--- src/rtl/core/rne_pkg.sv ---
// Shared types, constants and the numeral table of the Roman numeral encoder.
package rne_pkg;

  localparam int VALUE_W    = 16;
  localparam int NUM_W      = 12;
  localparam int SYM_W      = 8;
  localparam int CFG_IDX_W  = 1;
  localparam int CFG_DATA_W = 12;
  localparam int MAX_CHARS  = 15;
  localparam int CHAR_CNT_W = $clog2(MAX_CHARS + 1);
  localparam int QUEUE_DEPTH_DEFAULT = 2;

  localparam logic [NUM_W-1:0] RANGE_MIN_RESET = NUM_W'(1);
  localparam logic [NUM_W-1:0] RANGE_MAX_RESET = NUM_W'(3999);

  // Register indexes on the configuration port
  localparam logic [CFG_IDX_W-1:0] REG_RANGE_MIN = 1'b0;
  localparam logic [CFG_IDX_W-1:0] REG_RANGE_MAX = 1'b1;

  localparam logic [SYM_W-1:0] SYM_NONE = 8'h00;

  // One job handed from the front to the back
  typedef struct packed {
    logic             empty;
    logic [NUM_W-1:0] num;
  } job_t;

  // One row of the greedy table
  typedef struct packed {
    logic [NUM_W-1:0] weight;
    logic [SYM_W-1:0] first;
    logic [SYM_W-1:0] second;
  } numeral_t;

  localparam int TABLE_LEN = 13;

  function automatic numeral_t numeral_row(input int idx);
    numeral_t row;
    case (idx)
      0:       row = '{NUM_W'(1000), "M", SYM_NONE};
      1:       row = '{NUM_W'(900),  "C", "M"};
      2:       row = '{NUM_W'(500),  "D", SYM_NONE};
      3:       row = '{NUM_W'(400),  "C", "D"};
      4:       row = '{NUM_W'(100),  "C", SYM_NONE};
      5:       row = '{NUM_W'(90),   "X", "C"};
      6:       row = '{NUM_W'(50),   "L", SYM_NONE};
      7:       row = '{NUM_W'(40),   "X", "L"};
      8:       row = '{NUM_W'(10),   "X", SYM_NONE};
      9:       row = '{NUM_W'(9),    "I", "X"};
      10:      row = '{NUM_W'(5),    "V", SYM_NONE};
      11:      row = '{NUM_W'(4),    "I", "V"};
      default: row = '{NUM_W'(1),    "I", SYM_NONE};
    endcase
    return row;
  endfunction

  // Largest table weight not above rest; rest is nonzero whenever this is used
  function automatic numeral_t numeral_pick(input logic [NUM_W-1:0] rest);
    numeral_t pick;
    numeral_t row;
    pick = numeral_row(TABLE_LEN - 1);
    for (int i = TABLE_LEN - 2; i >= 0; i--) begin
      row = numeral_row(i);
      if (rest >= row.weight) begin
        pick = row;
      end
    end
    return pick;
  endfunction

endpackage

--- src/rtl/core/rne_front.sv ---
// Front end: bound registers and classification of each incoming value.
module rne_front
  import rne_pkg::*;
(
  input  logic                  clk,
  input  logic                  rst,
  input  logic                  cfg_we,
  input  logic [CFG_IDX_W-1:0]  cfg_index,
  input  logic [CFG_DATA_W-1:0] cfg_data,
  input  logic signed [VALUE_W-1:0] value,
  output job_t                  job
);

  logic [NUM_W-1:0]   range_min;
  logic [NUM_W-1:0]   range_max;
  logic [VALUE_W-1:0] raw;
  logic               out_of_range;

  // Hold the bound registers
  always_ff @(posedge clk) begin
    if (rst) begin
      range_min <= RANGE_MIN_RESET;
      range_max <= RANGE_MAX_RESET;
    end else if (cfg_we) begin
      unique case (cfg_index)
        REG_RANGE_MIN: range_min <= cfg_data;
        REG_RANGE_MAX: range_max <= cfg_data;
        default: ;
      endcase
    end
  end

  // Classify: negative, outside the bounds, or zero gives an empty numeral
  always_comb begin
    raw          = VALUE_W'(value);
    out_of_range = raw[VALUE_W-1]
                || (raw < VALUE_W'(range_min))
                || (raw > VALUE_W'(range_max));
    job.empty    = out_of_range || (raw == '0);
    job.num      = raw[NUM_W-1:0];
  end

endmodule

--- src/rtl/core/rne_queue.sv ---
// Short job queue between front and back.
module rne_queue
  import rne_pkg::*;
#(
  parameter int DEPTH = QUEUE_DEPTH_DEFAULT
) (
  input  logic clk,
  input  logic rst,
  input  logic push,
  input  job_t push_job,
  output logic full,
  input  logic pop,
  output logic head_valid,
  output job_t head_job
);

  localparam int PTR_W = (DEPTH > 1) ? $clog2(DEPTH) : 1;
  localparam int CNT_W = $clog2(DEPTH + 1);

  job_t             store [DEPTH];
  logic [PTR_W-1:0] wr_ptr;
  logic [PTR_W-1:0] rd_ptr;
  logic [CNT_W-1:0] count;

  assign full       = (count == CNT_W'(DEPTH));
  assign head_valid = (count != '0);
  assign head_job   = store[rd_ptr];

  // Write the slot at the tail
  always_ff @(posedge clk) begin
    if (push) begin
      store[wr_ptr] <= push_job;
    end
  end

  // Advance pointers and occupancy
  always_ff @(posedge clk) begin
    if (rst) begin
      wr_ptr <= '0;
      rd_ptr <= '0;
      count  <= '0;
    end else begin
      if (push) begin
        wr_ptr <= (wr_ptr == PTR_W'(DEPTH - 1)) ? '0 : wr_ptr + 1'b1;
      end
      if (pop) begin
        rd_ptr <= (rd_ptr == PTR_W'(DEPTH - 1)) ? '0 : rd_ptr + 1'b1;
      end
      if (push && !pop) begin
        count <= count + 1'b1;
      end else if (pop && !push) begin
        count <= count - 1'b1;
      end
    end
  end

endmodule

--- src/rtl/core/rne_back.sv ---
// Back end: greedy numeral sequencer with a registered output stage.
module rne_back
  import rne_pkg::*;
(
  input  logic             clk,
  input  logic             rst,
  input  logic             head_valid,
  input  job_t             head_job,
  output logic             pop,
  output logic             out_valid,
  input  logic             out_ready,
  output logic [SYM_W-1:0] symbol,
  output logic             last,
  output logic             empty_res
);

  logic                  busy;
  logic                  pending;
  logic [SYM_W-1:0]      pending_sym;
  logic [NUM_W-1:0]      rest;
  logic [CHAR_CNT_W-1:0] n_chars;

  logic                  advance;
  numeral_t              pick;
  logic [NUM_W-1:0]      rest_sub;
  logic                  final_slot;
  logic                  first_last;
  logic                  second_last;

  assign advance     = !out_valid || out_ready;
  assign pop         = advance && !busy && head_valid;
  assign pick        = numeral_pick(rest);
  assign rest_sub    = rest - pick.weight;
  assign final_slot  = (n_chars == CHAR_CNT_W'(MAX_CHARS - 1));
  assign first_last  = final_slot || ((rest_sub == '0) && (pick.second == SYM_NONE));
  assign second_last = final_slot || (rest == '0);

  // Emit one character per transfer slot, or one empty result per rejected job
  always_ff @(posedge clk) begin
    if (rst) begin
      busy      <= 1'b0;
      pending   <= 1'b0;
      out_valid <= 1'b0;
    end else if (advance) begin
      if (busy) begin
        out_valid <= 1'b1;
        empty_res <= 1'b0;
        n_chars   <= n_chars + 1'b1;
        if (pending) begin
          symbol  <= pending_sym;
          last    <= second_last;
          pending <= 1'b0;
          busy    <= !second_last;
        end else begin
          symbol      <= pick.first;
          last        <= first_last;
          rest        <= rest_sub;
          pending_sym <= pick.second;
          pending     <= (pick.second != SYM_NONE) && !first_last;
          busy        <= !first_last;
        end
      end else if (head_valid) begin
        if (head_job.empty) begin
          out_valid <= 1'b1;
          symbol    <= SYM_NONE;
          last      <= 1'b1;
          empty_res <= 1'b1;
        end else begin
          out_valid <= 1'b0;
          busy      <= 1'b1;
          pending   <= 1'b0;
          rest      <= head_job.num;
          n_chars   <= '0;
        end
      end else begin
        out_valid <= 1'b0;
      end
    end
  end

endmodule

--- src/rtl/core/roman_numeral_encoder.sv ---
// Top level of the Roman numeral encoder: front, job queue and back.
//
//   channel   signals                               direction
//   in        in_valid/in_ready, value              into block
//   out       out_valid/out_ready, symbol,last,     out of block
//             empty_res
//   cfg       cfg_we, cfg_index, cfg_data           into block, write only
//
// An accepted value is written into the queue at the transfer; the back end
// then needs one load step and then emits one character per cycle while out is
// not stalled (1 to 15 characters per item). A rejected
// or zero value needs no load step and gives a single empty result.
// Reset clears the bounds to 1..3999 and drops all queued work.
// A stall on out only fills the queue; in stalls when the queue is full.
module roman_numeral_encoder
  import rne_pkg::*;
#(
  parameter int QUEUE_DEPTH = QUEUE_DEPTH_DEFAULT
) (
  input  logic                  clk,
  input  logic                  rst,
  input  logic                  cfg_we,
  input  logic [CFG_IDX_W-1:0]  cfg_index,
  input  logic [CFG_DATA_W-1:0] cfg_data,
  input  logic                  in_valid,
  output logic                  in_ready,
  input  logic signed [VALUE_W-1:0] value,
  output logic                  out_valid,
  input  logic                  out_ready,
  output logic [SYM_W-1:0]      symbol,
  output logic                  last,
  output logic                  empty_res
);

  job_t front_job;
  job_t head_job;
  logic q_full;
  logic q_valid;
  logic q_pop;
  logic push;

  assign in_ready = !q_full;
  assign push     = in_valid && in_ready;

  rne_front u_front (
    .clk       (clk),
    .rst       (rst),
    .cfg_we    (cfg_we),
    .cfg_index (cfg_index),
    .cfg_data  (cfg_data),
    .value     (value),
    .job       (front_job)
  );

  rne_queue #(
    .DEPTH (QUEUE_DEPTH)
  ) u_queue (
    .clk        (clk),
    .rst        (rst),
    .push       (push),
    .push_job   (front_job),
    .full       (q_full),
    .pop        (q_pop),
    .head_valid (q_valid),
    .head_job   (head_job)
  );

  rne_back u_back (
    .clk        (clk),
    .rst        (rst),
    .head_valid (q_valid),
    .head_job   (head_job),
    .pop        (q_pop),
    .out_valid  (out_valid),
    .out_ready  (out_ready),
    .symbol     (symbol),
    .last       (last),
    .empty_res  (empty_res)
  );

  // An empty result is always a lone, final, blank transfer
  a_empty_form: assert property (@(posedge clk) disable iff (rst)
    out_valid && empty_res |-> last && (symbol == SYM_NONE))
    else $error("empty result not marked last or carries a character");

  // A character result always carries a real character
  a_char_nonzero: assert property (@(posedge clk) disable iff (rst)
    out_valid && !empty_res |-> (symbol != SYM_NONE))
    else $error("character result with blank symbol");

  // An accepted value is queued in the following cycle
  a_push_lands: assert property (@(posedge clk) disable iff (rst)
    push |=> q_valid)
    else $error("accepted value missing from queue");

endmodule

--- config.mk ---
export PLATFORM = sky130hd
export DESIGN_NAME = roman_numeral_encoder
export DESIGN_NICKNAME = d
export VERILOG_FILES = /design/src/rtl/core/rne_pkg.sv /design/src/rtl/core/rne_front.sv /design/src/rtl/core/rne_queue.sv /design/src/rtl/core/rne_back.sv /design/src/rtl/core/roman_numeral_encoder.sv
export SDC_FILE = /design/constraint.sdc
export NUM_CORES = 1
export LEC_CHECK = 0
export BUFFER_PORTS_ARGS = -buffer_cell sky130_fd_sc_hd__buf_4
export CAP_MARGIN = 20
export CORE_ASPECT_RATIO = 1.2
export CORE_UTILIZATION = 55
export DETAILED_ROUTE_END_ITERATION = 7
export HOLD_SLACK_MARGIN = 0.06
export PLACE_DENSITY_LB_ADDON = 0.25
export SYNTH_ARGS = -nofsm -noshare
export SYNTH_HDL_FRONTEND = slang
export SYNTH_SLANG_ARGS = --single-unit
--- constraint.sdc ---
create_clock -name clk -period 4.1 [get_ports clk]
set_clock_uncertainty 0.2 [all_clocks]
set_input_delay 0.615 -clock clk [delete_from_list [all_inputs] [get_ports clk]]
set_output_delay 0.615 -clock clk [all_outputs]
set_load 0.01 [all_outputs]
=== Word level (Yosys, flattened, before mapping) ===
Memory sizes are Yosys's and may differ from the RTL's. A register that Yosys moved wholly into a read port is not among the register bits.
Index checks and enable logic that the tools add are counted.

* Logic and storage cells: 124
* Memories kept: 1
* Output and inout port bits: 12
* Memory bits (writable): 26
* Bits in registers: 65

{| class="wikitable"
|+ Memory list
! name !! depth !! bits a word !! rd ports !! clocked after memory_dff !! wr ports !! line !! text
|-
| u_queue.store || 2 || 13 || 1 || 1 || 1 || rne_queue.sv:20 || <nowiki>job_t store [DEPTH];</nowiki>
|}

* Bitwise logic cells: 3
* Multiplexer cells: 46
* Magnitude comparators: 14
* Reduce and logical (&&, ||, !) cells: 36
* $add $sub $neg: 6
* Equal/unequal tests: 4

{| class="wikitable"
|+ Operators by type and width
! operator !! number
|-
| 2-to-1 mux 26 bit || 2
|-
| 2-to-1 mux 25 bit || 2
|-
| 2-to-1 mux 12 bit || 4
|-
| 2-to-1 mux 23 bit || 2
|-
| 2-to-1 mux 22 bit || 2
|-
| 2-to-1 mux 20 bit || 2
|-
| 2-to-1 mux 19 bit || 2
|-
| 2-to-1 mux 8 bit || 4
|-
| >= comparator 12 x 10 -> 1 bit, second input constant || 2
|-
| >= comparator 12 x 3 -> 1 bit, second input constant || 2
|-
| >= comparator 12 x 4 -> 1 bit, second input constant || 2
|-
| >= comparator 12 x 6 -> 1 bit, second input constant || 2
|-
| >= comparator 12 x 7 -> 1 bit, second input constant || 2
|-
| >= comparator 12 x 9 -> 1 bit, second input constant || 2
|-
| zero test 12 bit || 2
|-
| 2-to-1 mux 1 bit || 21
|-
| greater-than comparator 16 x 12 -> 1 bit || 1
|-
| zero test 16 bit || 1
|-
| < comparator 16 x 12 -> 1 bit || 1
|-
| 2-to-1 mux 4 bit || 3
|-
| AND reduction 4 bit || 3
|-
| subtractor 12 x 10 -> 12 bit || 1
|-
| zero test 8 bit || 1
|-
| nonzero test 2 bit || 4
|-
| 17 further kinds || 39
|}

=== Depth between registers and ports, before layout ===
* Word-level depth: 21
* Gate-level depth with buffers: 15

=== By module ===
From an unflattened synthesis, not the netlist that was laid out.

* Cell total of the unflattened synthesis: 543
* Area, all modules: 5257.5 um^2

{| class="wikitable"
|+ Modules (own cells, without submodules)
! module !! cells an instance !! area each (um^2) !! instances
|-
| rne_back || 287 || 2547.4 || 1
|-
| rne_front || 192 || 1557.7 || 1
|-
| rne_queue || 62 || 1142.3 || 1
|-
| roman_numeral_encoder || 2 || 10.0 || 1
|}

=== Worst setup path before layout ===
Ideal clock, no wire load.

* Path kind: reg-to-reg
* Start: register u_back.rest[11]
* End: register u_back.last (data pin)
* Stages on the path, launching flop included: 13
* Data required time: 3.767 ns
* Buffers on the path: 0
* Data arrival time: 3.328 ns
* Period minus slack after synthesis: 3.661 ns
* Setup slack: 0.439 ns
* Cells stage by stage: edfxtp_1 > or3_4 > or2_1 > nor2_1 > o21ai_0 > a21oi_1 > ha_1 > a2111o_1 > o21ai_1 > nor3_1 > a211o_1 > nor4_2 > a31o_1

* Longest elaborated chain between the ends: 19
* Elaborated cells between the ends (all ways): 33

{| class="wikitable"
|+ Ends and longest elaborated chain
! what !! line !! text
|-
| from (decl) || rne_back.sv:20 || <nowiki>logic [NUM_W-1:0] rest;</nowiki>
|-
| from (signal assigned) || rne_back.sv:57 || <nowiki>rest <= rest_sub;</nowiki>
|-
| from (signal assigned) || rne_back.sv:72 || <nowiki>rest <= head_job.num;</nowiki>
|-
| >= comparator 12 x 3 -> 1 bit || rne_pkg.sv:64 || <nowiki>if (rest >= row.weight) begin</nowiki>
|-
| 2-to-1 mux 19 bit (2 in series) || rne_pkg.sv:64 ||
|-
| 2-to-1 mux 20 bit (2 in series) || rne_pkg.sv:64 ||
|-
| 2-to-1 mux 22 bit (2 in series) || rne_pkg.sv:64 ||
|-
| 2-to-1 mux 23 bit (2 in series) || rne_pkg.sv:64 ||
|-
| 2-to-1 mux 25 bit (2 in series) || rne_pkg.sv:64 ||
|-
| 2-to-1 mux 26 bit (2 in series) || rne_pkg.sv:64 ||
|-
| subtractor 12 x 10 -> 12 bit || rne_back.sv:33 || <nowiki>assign rest_sub = rest - pick.weight;</nowiki>
|-
| zero test 12 bit || rne_back.sv:35 || <nowiki>assign first_last = final_slot || ((rest_sub == '0) && (pick.second == SYM_NONE));</nowiki>
|-
| logical AND 1 bit || rne_back.sv:35 ||
|-
| logical OR 1 bit || rne_back.sv:35 ||
|-
| 2-to-1 mux 1 bit * || rne_back.sv:49 || <nowiki>if (pending) begin</nowiki>
|-
| 2-to-1 mux 1 bit * || rne_back.sv:45 || <nowiki>if (busy) begin</nowiki>
|-
| to (signal assigned) || rne_back.sv:51 || <nowiki>last <= second_last;</nowiki>
|-
| to (signal assigned) || rne_back.sv:56 || <nowiki>last <= first_last;</nowiki>
|-
| to (decl) || rne_back.sv:13 || <nowiki>output logic last,</nowiki>
|}

Every way passes the cells marked *; elsewhere a longest branch is shown, timed or not.
A chain may end at the register's enable or synchronous reset.

=== Worst setup path in the final report ===
Same ends and word-level chain as after synthesis.

==> metrics <==
status=completed; Vias per Instance=about 5.8; Achievable Freq=258.2 MHz; R2R Path End=u_back.last; Gate Count Post-Synth=approximately 510; Hold Crit Class=reg -> reg; grt met3 use=under 10%; CP required=4020 ps; CP startpoint kind=flip-flop; drt pass-1 iters=5; final antenna-violating net count=0; vias in the first global route=just under 4k; Routed WL=roughly 11,000 um; Worst-path clk slew=roughly 80 ps; sequential fraction of the synthesis area=46.12%; crit path kind=reg -> reg; FILL cells=697; Core Area=8750 sq um; Total GRT Usage=24.83%; Layout area overhead=13.84%; most used flip-flop cell after synthesis=edfxtp_1; commonest non-fill, non-tap cell in the layout=buf_4; worst skew pair latency=370 ps; worst setup path end=u_back.last; Critical Path Most Common Cell=a21oi_1; initial core utilization=57.54%; port bufs=43; Max-slew headroom=between 20 and 30%; hpwl dp=8377 um; Ys Warns=0; CP Max Fanout=5; via count=4,005; Post-route DRC=0; reg-to-reg startpoint=u_back.rest[11]; hold_buf cts=0; CTS tree=done; CP endpoint kind=flip-flop; diode count=0; R2R Setup Slk=230 ps; Wirelength per Cell=15.58 um; clk sink count=88; WHS Path Cells=2; PwrDens=407.6 nW/um^2; Slew @ Worst Pin=1048 ps; htree depth=3; Slowest cell on crit path=or3_4; Crit path max-delay family=simple AND/OR/NAND/NOR gates; Final period util=94.47%; clk buf depth=2; Die H=106.8 um; leakage dissipation=0.002278 uW; worst vdd ir=0.2119 mV; Net count, final=638; multi-input logic area=around 2500 sq um; Distinct cells, synth=65; pin count of the biggest net entering global routing=36; total CTS buffers=9; Mapped Area=just over 5000 sq um; final worst path period need=3873 ps; max-slew violations=0; layout cells sized above 1=~16%; grt met2 use=between 40% and 50%; most frequent cells in the layout=61 x buf_4, 56 x edfxtp_1, 53 x nand2_1; setup TNS=0 ps; initial antenna violation count=0; gr busiest metal=met2; routability congestion estimate=0.9173; Placement Rows=37; RSZ-0062 raised after global routing=false; Iteration-0 DRC Markers=232; critical path launch point=u_back.rest[11]; die area=9542 sq um; Register Area=2322 sq um; final hold vios=0; Final Cell Area=between 5000 and 6000 sq um; smallest hold slack=around 260 ps; Crit path arrival time=3790 ps; global routing usage on met1=a little over a quarter; max-cap viol count=0; FF+latch count, synth=88; worst path cell trace=or3_4, or2_1, or3_1, a21oi_1, o21ai_1, a21oi_1, ha_1, a21oi_1, a31oi_1, a221oi_1, nand2b_1, nor4_2, a31o_1; IO Pins=46; die width=around 89 um; CP bufs+invs=0; clk root buf=clkbuf_8; Final Setup Violations=0; synthesized area per cell=9.795 sq um; grt ovf=0; WP depth=13; slowest stage delay, CP=about 470 ps; Async SR Flop Fraction=0%; DP Area=5535 sq um; first-pass GRT wire length=between 15,000 and 20,000 um; EDFF count, synth=56; Worst Reg-to-Reg Cells=13
sequential cells by signal (all words and copies together) (netlist names), named ones only:
name                count
u_back.busy             1
u_back.empty_res        1
u_back.last             1
u_back.n_chars          4
u_back.out_valid        1
u_back.pending          1
u_back.pending_sym      6
u_back.rest            12
u_back.symbol           6
u_front.range_max      12
u_front.range_min      12
u_queue.count           2
u_queue.rd_ptr          1
u_queue.store          26
u_queue.wr_ptr          1
per-layer routing:
layer / share of wire [%] / wire length, um
met1: 39 / 4182
met2: 52 / 5612
met3: 4.1 / 437
met5: 0 / 0
met4: 4.7 / 501
through the flow:
stage                     util (%)  setup WS, ps  power, uW  cells
final                        65.51         226.8       2337    689
after global routing         65.51         4.277       2467    689
after CTS                    65.19         181.4       2343    686
after detailed placement     63.26         218.4       1809    670
after global placement       63.26         291.4       1783    670
after floorplan                  -         439.5       1602    515
cell usage after synthesis, drive strengths merged (2+ instances only):
library cell  count  area (sq um)
mux2i             6         60.06
a221oi            2         17.52
nor2             29         108.9
nand4             3         18.77
a21oi            44         220.2
o21ai            33         168.9
a21o             11         82.58
inv              33         123.9
or2               4         25.03
a211o            13         113.9
xor2             10         87.58
a211oi            7         52.55
nand2            54         205.2
o21a             10         75.07
or3               5         41.29
xnor2             3         26.28
a21boi            2         15.02
nand3b            2         15.01
buf               5         28.77
and3             12         75.07
o211ai            6         45.04
nor4b             3         26.28
clkbuf           15         56.30
nand2b            9         56.30
nor2b            10         62.56
a31oi             4         40.04
o311ai            2         17.52
edfxtp           56          1682
dfxtp            32         640.6
and2              3         18.77
o31ai             2         20.02
nor4              6         58.80
nor3             13         76.33
nand3            11         55.05
ha               36         450.4
mux2              2         22.52
how the worst min path moves through the flow:
stage               slack [ps]                    end                  start
global route               250   u_queue.store[1][10]              value[10]
detailed placement         250   u_front.range_min[3]   u_front.range_min[3]
CTS                        250   u_queue.store[0][10]              value[10]
finish                     260   u_front.range_min[3]   u_front.range_min[3]
global placement           240   u_front.range_min[7]   u_front.range_min[7]
floorplan                  240  u_front.range_max[10]  u_front.range_max[10]
tightest hold or removal path, delay by kind of cell (launching register included):
family          cells  cell delay, ps
simple gates        1              50
flops               1             320
compound gates      1              50
where the power goes:
| part | internal, uW | leakage (uW) | switching [uW] |
|---|---|---|---|
| Sequential | 1080 | 0.000774 | 52.3 |
| Clock | 226 | 0.0000852 | 316 |
| Combinational | 281 | 0.00142 | 379 |
cell type report:
class | instances | share of cell area (%)
flip-flops and latches | 88 | 40.52
inverters | 34 | 2.227
well taps | 117 | 2.554
repair buffers | 61 | 7.990
multi-input cells | 373 | 43.77
clock inverters | 5 | 0.6549
clock buffers | 11 | 2.292
cells by family (layout without fill, tap and decap cells):
group	after synthesis	in the layout	synth area share, %
simple gates	167	167	17.22
compound gates	146	146	19.11
flops	88	88	46.12
buf+inv	54	111	4.224
fa+ha+maj	37	37	9.344
xor+xnor	13	13	2.261
mux	8	8	1.640
other cells	1	2	0.07448
what timing repair did:
item                                   in CTS  in global routing
setup endpoints to repair                   0                  1
buffers inserted                            0                  3
resized for setup                           0                  3
endpoints found under the hold margin       0                  0
No activity file was read; power rests on OpenSTA's default activity.
